`src/rtl/kbsd_pkg.sv`:
```
// ----------------------------------------------------------------------------
// kbsd_pkg
// Shared types and constants of the keyed byte stream deobfuscator.
// ----------------------------------------------------------------------------
package kbsd_pkg;

  localparam int HdrBytes = 17;
  localparam int PosW     = 34;

  localparam logic [63:0] MIX_GOLDEN = 64'h9E3779B97F4A7C15;
  localparam logic [63:0] MIX_MUL1   = 64'hBF58476D1CE4E5B9;
  localparam logic [63:0] MIX_MUL2   = 64'h94D049BB133111EB;
  localparam logic [63:0] TAG_SALT   = 64'h4D495F55495F564D;
  localparam logic [63:0] TAG_BIAS   = 64'h0000000000000100;

  localparam logic [7:0] OP_XOR = 8'h31;
  localparam logic [7:0] OP_ROT = 8'h32;
  localparam logic [7:0] OP_SUB = 8'h33;

  localparam logic [2:0] ST_OK      = 3'd0;
  localparam logic [2:0] ST_SHORT   = 3'd1;
  localparam logic [2:0] ST_MAGIC   = 3'd2;
  localparam logic [2:0] ST_VERSION = 3'd3;
  localparam logic [2:0] ST_LENGTH  = 3'd4;
  localparam logic [2:0] ST_BAD_OP  = 3'd5;
  localparam logic [2:0] ST_TAG     = 3'd6;

  typedef enum logic [1:0] {
    MIX_KS_INIT  = 2'd0,
    MIX_TAG_INIT = 2'd1,
    MIX_KS_STEP  = 2'd2,
    MIX_TAG_STEP = 2'd3
  } mix_sel_t;

  typedef struct packed {
    logic [7:0] in_byte;
    logic       in_last;
  } src_t;

  typedef struct packed {
    logic       kind;
    logic [7:0] plain_byte;
    logic [2:0] status;
    logic       end_of_message;
  } res_t;

  typedef struct packed {
    logic       latch;
    logic       hdr_store;
    logic       pend_store;
    logic       pos_inc;
    logic       close;
    logic       swallow;
    logic       mix_start;
    mix_sel_t   mix_sel;
    logic       ks_wr;
    logic       tag_wr;
    logic       out_plain;
    logic       out_status;
    logic [2:0] code;
  } cmd_t;

  typedef struct packed {
    logic       swallow;
    logic       err;
    logic [2:0] err_code;
    logic       hdr_step;
    logic       hdr_final;
    logic       op_byte;
    logic       last;
    logic       len_zero;
    logic       final_byte;
    logic       tag_ok;
    logic       mix_done;
    logic       out_free;
  } stat_t;

endpackage

```
`src/rtl/kbsd_mix.sv`:
```
// ----------------------------------------------------------------------------
// kbsd_mix
// SplitMix64 finalizer, one 32x32 partial product per cycle.
// ----------------------------------------------------------------------------
module kbsd_mix (
  input  logic        clk,
  input  logic        rst,
  input  logic        start,
  input  logic [63:0] arg,
  output logic        busy,
  output logic        done,
  output logic [63:0] result
);
  import kbsd_pkg::*;

  localparam logic [3:0] PH_XS30 = 4'd0;
  localparam logic [3:0] PH_M1A  = 4'd1;
  localparam logic [3:0] PH_M1B  = 4'd2;
  localparam logic [3:0] PH_M1C  = 4'd3;
  localparam logic [3:0] PH_XS27 = 4'd4;
  localparam logic [3:0] PH_M2A  = 4'd5;
  localparam logic [3:0] PH_M2B  = 4'd6;
  localparam logic [3:0] PH_M2C  = 4'd7;
  localparam logic [3:0] PH_XS31 = 4'd8;

  logic [3:0]  ph;
  logic [63:0] v;
  logic [63:0] acc;
  logic [63:0] cmul;
  logic [31:0] ma;
  logic [31:0] mb;
  logic [63:0] prod;

  assign cmul   = (ph < PH_XS27) ? MIX_MUL1 : MIX_MUL2;
  assign prod   = ma * mb;
  assign result = v;

  always_comb begin
    case (ph)
      PH_M1B, PH_M2B: begin
        ma = v[31:0];
        mb = cmul[63:32];
      end
      PH_M1C, PH_M2C: begin
        ma = v[63:32];
        mb = cmul[31:0];
      end
      default: begin
        ma = v[31:0];
        mb = cmul[31:0];
      end
    endcase
  end

  always_ff @(posedge clk) begin
    if (rst) begin
      busy <= 1'b0;
      done <= 1'b0;
      ph   <= PH_XS30;
    end else begin
      done <= 1'b0;
      if (start) begin
        busy <= 1'b1;
        ph   <= PH_XS30;
        v    <= arg + MIX_GOLDEN;
      end else if (busy) begin
        ph <= ph + 4'd1;
        case (ph)
          PH_XS30:        v   <= v ^ (v >> 30);
          PH_M1A, PH_M2A: acc <= prod;
          PH_M1B, PH_M1C,
          PH_M2B, PH_M2C: acc <= acc + {prod[31:0], 32'b0};
          PH_XS27:        v   <= acc ^ (acc >> 27);
          default: begin
            v    <= acc ^ (acc >> 31);
            busy <= 1'b0;
            done <= 1'b1;
          end
        endcase
      end
    end
  end

endmodule

```
`src/rtl/kbsd_ctrl.sv`:
```
// ----------------------------------------------------------------------------
// kbsd_ctrl
// Sequencer: classifies each byte and steps the datapath through it.
// ----------------------------------------------------------------------------
module kbsd_ctrl (
  input  logic            clk,
  input  logic            rst,
  input  logic            src_valid,
  output logic            src_stall,
  input  kbsd_pkg::stat_t st,
  output kbsd_pkg::cmd_t  cmd
);
  import kbsd_pkg::*;

  typedef enum logic [9:0] {
    S_IDLE     = 10'b0000000001,
    S_EVAL     = 10'b0000000010,
    S_KS_INIT  = 10'b0000000100,
    S_TAG_INIT = 10'b0000001000,
    S_HDR_CHK  = 10'b0000010000,
    S_KS_STEP  = 10'b0000100000,
    S_PLAIN    = 10'b0001000000,
    S_TAG_STEP = 10'b0010000000,
    S_FIN      = 10'b0100000000,
    S_STAT     = 10'b1000000000
  } state_t;

  state_t     state, state_next;
  logic [2:0] code, code_next;

  assign src_stall = (state != S_IDLE);

  always_comb begin
    state_next = state;
    code_next  = code;
    cmd        = '0;
    cmd.code   = code;
    unique case (state)
      S_IDLE: begin
        if (src_valid) begin
          cmd.latch  = 1'b1;
          state_next = S_EVAL;
        end
      end
      S_EVAL: begin
        if (st.swallow) begin
          cmd.swallow = 1'b1;
          state_next  = S_IDLE;
        end else if (st.err) begin
          code_next  = st.err_code;
          state_next = S_STAT;
        end else if (st.hdr_step) begin
          cmd.hdr_store = 1'b1;
          cmd.pos_inc   = 1'b1;
          state_next    = S_IDLE;
        end else if (st.hdr_final) begin
          cmd.hdr_store = 1'b1;
          cmd.mix_start = 1'b1;
          cmd.mix_sel   = MIX_KS_INIT;
          state_next    = S_KS_INIT;
        end else if (st.op_byte) begin
          cmd.pend_store = 1'b1;
          cmd.pos_inc    = 1'b1;
          state_next     = S_IDLE;
        end else begin
          cmd.mix_start = 1'b1;
          cmd.mix_sel   = MIX_KS_STEP;
          state_next    = S_KS_STEP;
        end
      end
      S_KS_INIT: begin
        if (st.mix_done) begin
          cmd.ks_wr     = 1'b1;
          cmd.mix_start = 1'b1;
          cmd.mix_sel   = MIX_TAG_INIT;
          state_next    = S_TAG_INIT;
        end
      end
      S_TAG_INIT: begin
        if (st.mix_done) begin
          cmd.tag_wr = 1'b1;
          state_next = S_HDR_CHK;
        end
      end
      S_HDR_CHK: begin
        if (st.len_zero) begin
          code_next  = !st.last ? ST_LENGTH : (st.tag_ok ? ST_OK : ST_TAG);
          state_next = S_STAT;
        end else if (st.last) begin
          code_next  = ST_LENGTH;
          state_next = S_STAT;
        end else begin
          cmd.pos_inc = 1'b1;
          state_next  = S_IDLE;
        end
      end
      S_KS_STEP: begin
        if (st.mix_done) begin
          cmd.ks_wr  = 1'b1;
          state_next = S_PLAIN;
        end
      end
      S_PLAIN: begin
        if (st.out_free) begin
          cmd.out_plain = 1'b1;
          cmd.mix_start = 1'b1;
          cmd.mix_sel   = MIX_TAG_STEP;
          state_next    = S_TAG_STEP;
        end
      end
      S_TAG_STEP: begin
        if (st.mix_done) begin
          cmd.tag_wr = 1'b1;
          if (st.final_byte) begin
            state_next = S_FIN;
          end else begin
            cmd.pos_inc = 1'b1;
            state_next  = S_IDLE;
          end
        end
      end
      S_FIN: begin
        code_next  = st.tag_ok ? ST_OK : ST_TAG;
        state_next = S_STAT;
      end
      S_STAT: begin
        if (st.out_free) begin
          cmd.out_status = 1'b1;
          cmd.close      = 1'b1;
          state_next     = S_IDLE;
        end
      end
      default: state_next = S_IDLE;
    endcase
  end

  always_ff @(posedge clk) begin
    if (rst) begin
      state <= S_IDLE;
      code  <= ST_OK;
    end else begin
      state <= state_next;
      code  <= code_next;
    end
  end

  assert property (@(posedge clk) disable iff (rst) $onehot(state))
    else $error("controller state not one-hot");
  assert property (@(posedge clk) disable iff (rst)
    (state == S_FIN) |=> (state == S_STAT))
    else $error("final tag check did not lead to status");

endmodule

```
`src/rtl/kbsd_dp.sv`:
```
// ----------------------------------------------------------------------------
// kbsd_dp
// Datapath: header fields, keystream, tag, decode and result register.
// ----------------------------------------------------------------------------
module kbsd_dp (
  input  logic             clk,
  input  logic             rst,
  input  kbsd_pkg::cmd_t   cmd,
  output kbsd_pkg::stat_t  st,
  input  kbsd_pkg::src_t   src_data,
  input  logic             key_we,
  input  logic [63:0]      key_data,
  output logic             res_valid,
  input  logic             res_stall,
  output kbsd_pkg::res_t   res_data
);
  import kbsd_pkg::*;

  logic [PosW-1:0] pos;
  logic            err_seen;
  logic [63:0]     key_seed;
  logic [31:0]     msg_len;
  logic [63:0]     exp_tag;
  logic [63:0]     ks;
  logic [63:0]     tag;
  logic [7:0]      pend;
  logic [7:0]      b;
  logic            last;

  logic [PosW-1:0] final_pos;
  logic [PosW-1:0] idx1;
  logic [7:0]      magic;
  logic [7:0]      key;
  logic [15:0]     rot_dbl;
  logic [7:0]      plain;
  logic [63:0]     mix_arg;
  logic            mix_busy;
  logic            mix_done;
  logic [63:0]     mix_res;
  logic            in_hdr;
  logic            op_ok;
  logic [1:0]      len_lane;
  logic [2:0]      tag_lane;

  assign final_pos = PosW'(HdrBytes - 1) + {1'b0, msg_len, 1'b0};
  assign idx1      = (pos - PosW'(HdrBytes - 2)) >> 1;
  assign in_hdr    = (pos < PosW'(HdrBytes));
  assign key       = ks[7:0];
  assign rot_dbl   = {b, b} >> ks[10:8];
  assign op_ok     = (pend == OP_XOR) || (pend == OP_ROT) || (pend == OP_SUB);
  assign len_lane  = 2'(pos[4:0] - 5'd5);
  assign tag_lane  = 3'(pos[4:0] - 5'd9);

  always_comb begin
    case (pos[1:0])
      2'd0:    magic = 8'h4D;
      2'd1:    magic = 8'h49;
      2'd2:    magic = 8'h55;
      default: magic = 8'h56;
    endcase
  end

  always_comb begin
    case (pend)
      OP_XOR:  plain = b ^ key;
      OP_ROT:  plain = rot_dbl[7:0] ^ key;
      OP_SUB:  plain = b - key;
      default: plain = 8'h00;
    endcase
  end

  always_comb begin
    case (cmd.mix_sel)
      MIX_KS_INIT:  mix_arg = key_seed ^ MIX_GOLDEN ^ {32'b0, msg_len};
      MIX_TAG_INIT: mix_arg = key_seed ^ TAG_SALT ^ {32'b0, msg_len};
      MIX_KS_STEP:  mix_arg = ks + {{(64-PosW){1'b0}}, idx1};
      default:      mix_arg = tag ^ ({56'b0, plain} + TAG_BIAS);
    endcase
  end

  kbsd_mix u_mix (
    .clk    (clk),
    .rst    (rst),
    .start  (cmd.mix_start),
    .arg    (mix_arg),
    .busy   (mix_busy),
    .done   (mix_done),
    .result (mix_res)
  );

  // byte classification, in the order the checks take priority
  always_comb begin
    st            = '0;
    st.swallow    = err_seen;
    st.last       = last;
    st.len_zero   = (msg_len == 32'd0);
    st.final_byte = (pos == final_pos);
    st.tag_ok     = (tag == exp_tag);
    st.mix_done   = mix_done;
    st.out_free   = !res_valid || !res_stall;
    st.err_code   = ST_OK;
    if (in_hdr) begin
      if (last && pos < PosW'(HdrBytes - 1)) begin
        st.err      = 1'b1;
        st.err_code = ST_SHORT;
      end else if (pos < PosW'(4) && b != magic) begin
        st.err      = 1'b1;
        st.err_code = ST_MAGIC;
      end else if (pos == PosW'(4) && b != 8'd1) begin
        st.err      = 1'b1;
        st.err_code = ST_VERSION;
      end else if (pos < PosW'(HdrBytes - 1)) begin
        st.hdr_step = 1'b1;
      end else begin
        st.hdr_final = 1'b1;
      end
    end else if (last != st.final_byte) begin
      st.err      = 1'b1;
      st.err_code = ST_LENGTH;
    end else if (pos[0]) begin
      st.op_byte = 1'b1;
    end else if (!op_ok) begin
      st.err      = 1'b1;
      st.err_code = ST_BAD_OP;
    end
  end

  always_ff @(posedge clk) begin
    if (rst) begin
      pos       <= '0;
      err_seen  <= 1'b0;
      key_seed  <= '0;
      res_valid <= 1'b0;
    end else begin
      if (key_we) key_seed <= key_data;
      if (cmd.pos_inc) pos <= pos + PosW'(1);
      if (cmd.close || cmd.swallow) begin
        if (last) begin
          pos      <= '0;
          err_seen <= 1'b0;
        end else begin
          err_seen <= 1'b1;
        end
      end
      if (cmd.out_plain || cmd.out_status) begin
        res_valid <= 1'b1;
      end else if (!res_stall) begin
        res_valid <= 1'b0;
      end
    end
  end

  always_ff @(posedge clk) begin
    if (cmd.latch) begin
      b    <= src_data.in_byte;
      last <= src_data.in_last;
    end
    if (cmd.hdr_store) begin
      if (pos >= PosW'(5) && pos < PosW'(9)) msg_len[len_lane*8 +: 8] <= b;
      if (pos >= PosW'(9)) exp_tag[tag_lane*8 +: 8] <= b;
    end
    if (cmd.pend_store) pend <= b;
    if (cmd.ks_wr) ks <= mix_res;
    if (cmd.tag_wr) tag <= mix_res;
    if (cmd.out_plain) begin
      res_data.kind           <= 1'b0;
      res_data.plain_byte     <= plain;
      res_data.status         <= ST_OK;
      res_data.end_of_message <= 1'b0;
    end else if (cmd.out_status) begin
      res_data.kind           <= 1'b1;
      res_data.plain_byte     <= 8'h00;
      res_data.status         <= cmd.code;
      res_data.end_of_message <= 1'b1;
    end
  end

  assert property (@(posedge clk) disable iff (rst) cmd.mix_start |-> !mix_busy)
    else $error("mix started while busy");
  assert property (@(posedge clk) disable iff (rst)
    (cmd.out_plain || cmd.out_status) |-> st.out_free)
    else $error("result loaded over an untaken result");
  assert property (@(posedge clk) disable iff (rst) !(cmd.out_plain && cmd.out_status))
    else $error("two results loaded at once");

endmodule

```
`src/rtl/keyed_byte_stream_deobfuscator_core.sv`:
```
// ----------------------------------------------------------------------------
// keyed_byte_stream_deobfuscator_core
// Streaming deobfuscator: header parse, keyed byte decode, tag check.
// ----------------------------------------------------------------------------
// Header and op bytes are accepted, then classified, and the sequencer returns to idle.
// A cipher byte runs two SplitMix64 passes, keystream then tag, on the single
// shared 32x32 multiplier; the last header byte runs the two init passes too.
// Plaintext is loaded into the result register between the two passes, once it is free.
// rst (synchronous) clears position, error flag, seed and the result stage.
module keyed_byte_stream_deobfuscator_core (
  input  logic            clk,
  input  logic            rst,
  input  logic            src_valid,
  output logic            src_stall,
  input  kbsd_pkg::src_t  src_data,
  output logic            res_valid,
  input  logic            res_stall,
  output kbsd_pkg::res_t  res_data,
  input  logic            cfg_valid,
  output logic            cfg_ready,
  input  logic [63:0]     cfg_data
);
  import kbsd_pkg::*;

  cmd_t  cmd;
  stat_t st;

  // seed writes must come only while idle (the block does not enforce this); the port always takes the transfer
  assign cfg_ready = 1'b1;

  kbsd_ctrl u_ctrl (
    .clk       (clk),
    .rst       (rst),
    .src_valid (src_valid),
    .src_stall (src_stall),
    .st        (st),
    .cmd       (cmd)
  );

  kbsd_dp u_dp (
    .clk       (clk),
    .rst       (rst),
    .cmd       (cmd),
    .st        (st),
    .src_data  (src_data),
    .key_we    (cfg_valid && cfg_ready),
    .key_data  (cfg_data),
    .res_valid (res_valid),
    .res_stall (res_stall),
    .res_data  (res_data)
  );

endmodule
```
`config.mk`:
```
export PLATFORM = sky130hd
export DESIGN_NAME = keyed_byte_stream_deobfuscator_core
export DESIGN_NICKNAME = d
export VERILOG_FILES = /design/src/rtl/kbsd_pkg.sv /design/src/rtl/kbsd_mix.sv /design/src/rtl/kbsd_ctrl.sv /design/src/rtl/kbsd_dp.sv /design/src/rtl/keyed_byte_stream_deobfuscator_core.sv
export SDC_FILE = /design/constraint.sdc
export NUM_CORES = 2
export LEC_CHECK = 0
export BUFFER_PORTS_ARGS = -buffer_cell sky130_fd_sc_hd__buf_2
export CAP_MARGIN = 25
export CORE_MARGIN = 5
export CORE_UTILIZATION = 25
export DETAILED_ROUTE_END_ITERATION = 10
export PLACE_DENSITY = 0.42
export RECOVER_POWER = 50
export SYNTH_ARGS = -nofsm -noshare
export SYNTH_HDL_FRONTEND = slang
export SYNTH_SLANG_ARGS = --single-unit
```
`constraint.sdc`:
```
create_clock -name clk -period 15.7 [get_ports clk]
set_input_delay 2.355 -clock clk [delete_from_list [all_inputs] [get_ports clk]]
set_output_delay 2.355 -clock clk [all_outputs]
set_load 0.01 [all_outputs]
```
* After elaboration in Yosys (flattened, before gate mapping) *
Index checks and enable logic that the tools add are counted.

operators by class
  $add $sub $neg = 13
  multiply operators = 1
  divide/modulo/power cells = 0
  order comparisons = 7
  eq/ne operators = 43
  shift-type cells = 5
  muxes and demuxes = 94
  bitwise gates (word level) = 13
  reductions and logical operators = 34

operator list
  operator                                                                  count
  64-bit one-hot mux with 3 select lines                                    2
  64-bit two-way mux                                                        2
  64-bit one-hot mux with 2 select lines                                    1
  64-bit by 32-bit XOR with 64-bit output                                   2
  10-bit two-way mux                                                        12
  34-bit two-way mux                                                        3
  10-bit one-hot mux with 10 select lines                                   1
  34-bit by 5-bit < comparator with 1-bit output (second input constant)    2
  64-bit by 33-bit adder with 64-bit output                                 1
  64-bit adder                                                              1
  64-bit adder (second input constant)                                      1
  64-bit bitwise mux                                                        1
  64-bit == test                                                            1
  32-bit by 32-bit multiplier with 64-bit output                            1
  32-bit two-way mux                                                        2
  8-bit by 34-bit variable shift with 64-bit output (first input constant)  1
  8-bit by 34-bit indexed part select with 64-bit output                    1
  64-bit by 33-bit XOR with 64-bit output                                   1
  64-bit by 34-bit XOR with 64-bit output                                   1
  64-bit by 37-bit XOR with 64-bit output                                   1
  64-bit XOR                                                                1
  62-bit two-way mux                                                        1
  3-bit two-way mux                                                         14
  38-bit inverter                                                           1
  other kinds (75)                                                          155

storage, ports and cells
  register bits after elaboration = 500
  latch bits = 0
  memory bits (writable) = 0
  ROM bits = 0
  input bits = 78
  output and inout port bits = 16
  word-level logic and storage cells = 231
  memories = 0

* Logic depth before layout (Yosys ltp) *
  depth after elaboration = 16
  mapped depth = 45
  gate-level depth less buffers = 43

* By module *
A second synthesis with hierarchy kept.

unflattened totals
  cells, all modules = 6,353
  area total of the unflattened synthesis = 60,596.9 µm²

modules (own cells, without submodules)
  module                               instances  cells each  area each (µm²)  sequential area each (µm²)
  kbsd_mix                             1          4,167       39,011.2         3,963.8
  kbsd_dp                              1          2,047       20,541.0         9,559.2
  kbsd_ctrl                            1          137         1,033.5          260.2
  keyed_byte_stream_deobfuscator_core  1          2           11.3             0.0

* Worst setup path before layout *
OpenSTA, ideal clock, no wires.

  path type = register to register
  start = reg u_dp.u_mix.ph[3]
  end = reg u_dp.u_mix.acc[63] (data pin)
  setup time = 270 ps
  data arrival time = 10,513 ps
  required time = 15,430 ps
  path slack = 4,917 ps
  cell stages (with the launch flop) = 41
  path buffers = 4
  period minus slack after synthesis = 10,783 ps
  path through = dfxtp_1 > clkbuf_1 > nand2b_1 > clkbuf_1 > buf_1 > buf_1 > mux2i_1 > inv_1 > nand2_1 > inv_1 > nor2_1 > fa_1 > inv_1 > fa_1 > fa_1 > inv_1 > fa_1 > fa_1 > [5 not listed] > inv_1 > ha_1 > a211o_1 > a21o_1 > o211a_1 > o21ai_0 > nor2_1 > a2111o_1 > a21oi_1 > a211oi_1 > o221ai_1 > o21ai_0 > a221o_1 > a31oi_1 > o21ai_0 > xnor2_1 > nor2_1 > a21oi_1

on the way
  cells in the longest elaborated chain, start to end = 6
  elaborated cells on any way between the ends = 17
  those cells by class = add/sub (1); mul (1); order compare (1); eq/ne (6); mux (4); reduce/logical (4)

ends and longest elaborated chain
  element                                                                      RTL line                        RTL
  from (decl)                                                                  kbsd_mix.sv:26                  logic [3:0] ph;
  from (signal assigned)                                                       kbsd_mix.sv:67                  ph <= ph + 4'd1;
  4-bit by 3-bit < comparator with 1-bit output, or another cell as far along  kbsd_mix.sv:34                  assign cmul = (ph < PH_XS27) ? MIX_MUL1 : MIX_MUL2;
  62-bit two-way mux or 2-bit OR reduction (tied branches)                     kbsd_mix.sv:34, kbsd_mix.sv:39
  32-bit two-way mux                                                           kbsd_mix.sv:39                  case (ph)
  32-bit by 32-bit multiplier with 64-bit output                               kbsd_mix.sv:35                  assign prod = ma * mb;
  64-bit adder                                                                 kbsd_mix.sv:72                  PH_M2B, PH_M2C: acc <= acc + {prod[31:0], 32'b0};
  64-bit one-hot mux with 2 select lines (*)                                   kbsd_mix.sv:68                  case (ph)
  to (signal assigned)                                                         kbsd_mix.sv:70                  PH_M1A, PH_M2A: acc <= prod;
  to (signal assigned)                                                         kbsd_mix.sv:72
  to (decl)                                                                    kbsd_mix.sv:28                  logic [63:0] acc;

Mark *: on every way between the ends. The rest lies on a longest branch, timed or not.
A chain may end at the register's enable or synchronous reset.

* Worst setup path after layout *
  start = reg u_dp.u_mix.ph[3]
  end = reg u_dp.u_mix.acc[54] (data pin)

Same word-level chain as after synthesis.

==> summary.md <==
Data on the critical path arrives at its endpoint at 13.50 ns. Together, buffers and inverters on the worst path number 10. The number of stages on the worst setup path was 37. The period utilization works out to 0.836.

Ratio of routed vias to standard cells: 4.80. The design draws 3.08 mW. The tools report the total of fill cells in the finished design as 25200.

In this run the worst setup path begins at u_dp.u_mix.ph[3]. The run gives 0.66 ns as the worst-skew pair later-pin latency. The area enclosed by the die boundary was 248000 um2; the count of mapped cells out of synthesis was 6187. In this run, synthesis inferred 377 flip-flops with an integrated enable. The routed layout has 45100 vias. The relative max-transition margin is -1.74.

The number of warning messages in the yosys log is 0, and the power density over cell area is 46.8 nW/um2. The tools report the buffers inserted during post-CTS setup optimization as 0. The checks that failed: capacitance limit, slew limit. After the first detailed-routing iteration, the DRC count stood at 3873.

Across the run, the number of max-cap violations was 10. STA classifies the critical path endpoint as a flip-flop. The tools report the setup TNS as 0 ns. The worst setup path is launched from a flip-flop. The fraction of layout cells with a size suffix above 1 is 0.0626. The net count reported at finish was 7520; the setup clock skew after layout was 0.0344 ns. The tools report the register-to-register setup slack as 2.58 ns.

In this run the worst path has a maximum fanout of 23. Sequential element share of the synthesized area: 0.231. For the global-route wire length before repair, the log shows 342 mm.

Once the clock tree was built, the resizer swapped 0 gates to a different size. The root buffer cell chosen for the clock tree is sky130_fd_sc_hd__clkbuf_16. The half-perimeter wire length after placement was 197 mm; the pin slew with the least headroom to its limit was 4.11 ns. The run gives 108 as the number of different library cells in the post-synthesis netlist. The count of non-filler cells in the finished layout was 9410. The routed wire length per instance is 25.2 um, and the number of slew-limit violations in the final report is 386. The run gives 72 as the largest net degree at the start of global routing.

The worst hold path passes through 2 cells. For the worst setup path, the data required time is 16.08 ns. The combinational family with the most area after synthesis is adder cells. The run gives 0 as the total global routing overflow.

For this run, the slowest stage of the critical path takes 1.21 ns. The synthesis-stage register bit count came out at 500. Source of the worst register-to-register timing path: u_dp.u_mix.ph[3]. TritonCTS built the clock tree. The xor and xnor area share after synthesis works out to 0.0726. The tools report the number of failing setup endpoints in the final timing report as 0.

The run finished, with violations left. Derived from the worst setup path, the maximum achievable clock frequency is 76.2 MHz. The peak ir drop on the vdd network was 82.2 uV. The classification of the worst-slack hold path was flip-flop to flip-flop. The synthesized netlist net count was 7511.

The detail route stage leaves a number of antenna-violating nets equal to 0. The tools report the count of placed standard cells including taps as 9303. The placed instances occupy a cell area of 64100 um2. The worst hold slack was 0.500 ns. The number of antenna violations at the first check in global routing is 5. The maximum buffer depth of the clock tree was 3. The critical path is of the flip-flop to flip-flop type. Worst reg2reg path depth: 37. For this design the static power due to leakage is 28.8 nW. The worst path in the final design needs a cycle of 13.12 ns, including I/O delays and setup. The share of flip-flops with an asynchronous set or reset is 0. Fraction of the mapped netlist area in simple logic gates: 0.134. For the overall routing resource usage, the log shows 0.187. The tools report the weighted congestion at the end of routability-driven global placement as 0.934. The chip width is 498 um. The compound-cell area share of the yosys netlist was 0.0918; the number of standard-cell rows in the floorplan was 179. The cell with the largest stage delay on the worst path was sky130_fd_sc_hd__nand2b_1. The height of the die is 498 um, and the final hold violation count is 0.

Average size of a mapped cell: 9.64 um2. Setup repair after global routing left no endpoint under its margin. The final instance area is 65900 um2, and the post-synth design cell area is 59600 um2. The count of hold buffers inserted by post-cts repair was 0. The core region is 238000 um2. The area share of fa/ha/maj cells after synthesis works out to 0.365. The total wire length is 238 mm. The family of cells with the greatest summed delay on the critical path was adder cells. The number of iterations in the first detailed-routing pass came out at 6. Worst setup path endpoint: u_dp.u_mix.acc[54]. The mux share of post-synthesis cell area works out to 0.0252.

Clock-pin slew was measured on the worst setup and hold paths at 0.06 ns. The initial core utilization is 0.251. The run gives 58 as the total clock buffers created by CTS. The number of sinks on the clock net was 500.

The H-tree was split into 2 levels. The area growth from synthesis to layout is 10.5%. The number of input and output port buffers inserted was 92. In the routed design, unresolved DRC markers number 0.

For this run, the leading register cell type out of synthesis is sky130_fd_sc_hd__edfxtp_1. The number of global-route vias before repair was 46500. The worst register-to-register path ends at u_dp.u_mix.acc[54]. During I/O placement, the number of pins put on the boundary was 94.
==> report_power, final <==
part	switching, mW	leakage (nW)	internal (mW)
clock	0.608	0.941	0.781
combinational	0.155	23.4	0.0983
sequential	0.0204	4.41	1.42
total	0.783	28.8	2.30
==> metrics by stage <==
stage                      util  worst slack (ns)
after floorplan               -              4.92
after global placement    0.269              3.23
after detailed placement  0.270              3.12
after CTS                 0.278              3.07
after global routing      0.277              1.87
final                     0.277              2.58
==> logic make-up (layout without fill, tap and decap cells) <==
kind of cell / Yosys count / after routing
buffers and inverters: 1264 / 1319
and+or+nand+nor: 1698 / 1698
xor gates and xnor gates: 493 / 493
muxes: 138 / 138
AOI/OAI and AO/OA: 846 / 846
DFF: 500 / 500
other: 2 / 3
adders and majority gates: 1246 / 1246
==> cells in the mapped netlist, types with 10 or more instances <==
master	instances	area [um2]
sky130_fd_sc_hd__a31oi_1	35	219
sky130_fd_sc_hd__or2_2	26	163
sky130_fd_sc_hd__a21oi_1	262	1310
sky130_fd_sc_hd__or3_1	38	238
sky130_fd_sc_hd__nor2_1	705	2650
sky130_fd_sc_hd__and3_1	61	382
sky130_fd_sc_hd__a222oi_1	21	210
sky130_fd_sc_hd__a21boi_0	10	75.1
sky130_fd_sc_hd__a211oi_1	25	188
sky130_fd_sc_hd__and2_1	101	632
sky130_fd_sc_hd__nor3b_1	14	105
sky130_fd_sc_hd__edfxtp_1	377	11300
sky130_fd_sc_hd__buf_1	23	86.3
sky130_fd_sc_hd__o21bai_1	18	135
sky130_fd_sc_hd__clkbuf_1	187	702
sky130_fd_sc_hd__mux2_2	14	158
sky130_fd_sc_hd__nor4_1	39	244
sky130_fd_sc_hd__o21ai_0	165	826
sky130_fd_sc_hd__o31ai_1	12	90.1
sky130_fd_sc_hd__xnor2_1	279	2440
sky130_fd_sc_hd__a31o_2	15	131
sky130_fd_sc_hd__o21ai_1	26	130
sky130_fd_sc_hd__nand2b_1	38	238
sky130_fd_sc_hd__nand2_1	333	1250
sky130_fd_sc_hd__mux2i_1	115	1150
sky130_fd_sc_hd__buf_2	14	70.1
sky130_fd_sc_hd__inv_1	1028	3860
sky130_fd_sc_hd__o211ai_1	20	150
sky130_fd_sc_hd__nor3_1	83	415
sky130_fd_sc_hd__fa_1	825	16500
sky130_fd_sc_hd__dfxtp_1	123	2460
sky130_fd_sc_hd__nand3_1	112	561
sky130_fd_sc_hd__nor2b_1	34	213
sky130_fd_sc_hd__xor2_1	212	1860
sky130_fd_sc_hd__nand4_1	52	325
sky130_fd_sc_hd__o21a_1	24	180
sky130_fd_sc_hd__o22ai_1	34	213
sky130_fd_sc_hd__and4_1	11	96.3
sky130_fd_sc_hd__ha_1	421	5270
sky130_fd_sc_hd__a21o_1	70	526
==> flip-flops by register name, indices dropped and copies added (netlist names), 10 cells and up <==
register / cells
u_ctrl.state: 10
u_dp.u_mix.acc: 64
u_dp.pos: 34
u_dp.key_seed: 64
u_dp.exp_tag: 64
u_dp.ks: 64
u_dp.u_mix.result: 64
u_dp.msg_len: 32
u_dp.res_data: 12
u_dp.tag: 64
==> worst min-delay path by stage <==
stage                                 start                 to  slack [ns]
after floorplan                   u_dp.b[0]       u_dp.pend[0]        0.42
after global placement    u_dp.res_data[12]  u_dp.res_data[12]        0.48
after detailed placement   u_dp.res_data[2]   u_dp.res_data[2]        0.49
after CTS                 u_dp.res_data[12]  u_dp.res_data[12]        0.51
after global routing      u_dp.key_seed[47]  u_dp.key_seed[47]        0.54
final                      u_dp.res_data[2]   u_dp.res_data[2]        0.50
==> metal layers <==
metal	wire (um)	share of wire	vias to the layer above	track usage
li1	-	-	20300	-
met1	105000	0.44	23200	0.257
met2	112000	0.47	1384	0.311
met3	11400	0.048	285	0.0189
met4	9010	0.038	2	0.0586
met5	14	0.000059	-	0
==> area by class of cell <==
class	count	area [um2]	area share
Tap cell	3167	3960	0.0601
Antenna cell	1	2.50	0.0000380
Clock buffer	82	1690	0.0256
Sequential cell	500	13800	0.209
Multi-Input combinational cell	4423	41300	0.627
Inverter	1035	3880	0.0590
Timing Repair Buffer	178	1080	0.0163
Clock inverter	24	200	0.00304
==> worst register-to-register path: cells and delay by family (launching register included) <==
family	cells	cell delay, ns
flip-flops	1	0.56
adder cells (fa/ha/maj)	9	4.64
AO/OA/AOI/OAI	12	3.68
buffers and inverters	10	1.64
multiplexers	1	0.12
AND/OR/NAND/NOR	5	2.24
==> cell usage in the layout (no fill, tap or decap), drive strengths merged, types with 12 or more instances in the layout <==
master  count
a31oi      35
o31ai      12
nor3b      14
fa        825
a21o       70
mux2       15
o21bai     18
nand2b     38
o211ai     23
nor3       85
and3       61
nand2     333
a21oi     263
and2      102
nor2b      34
nand3     114
ha        421
a211oi     28
clkinv     24
clkbuf     98
nor4       40
a31o       17
nor2      707
dfxtp     123
xnor2     280
inv      1033
o21ai     192
mux2i     115
o21a       24
a222oi     21
xor2      213
nand4      54
or3        39
buf       162
edfxtp    377
o22ai      34
or2        27
No activity file was read; power rests on OpenSTA's default activity.
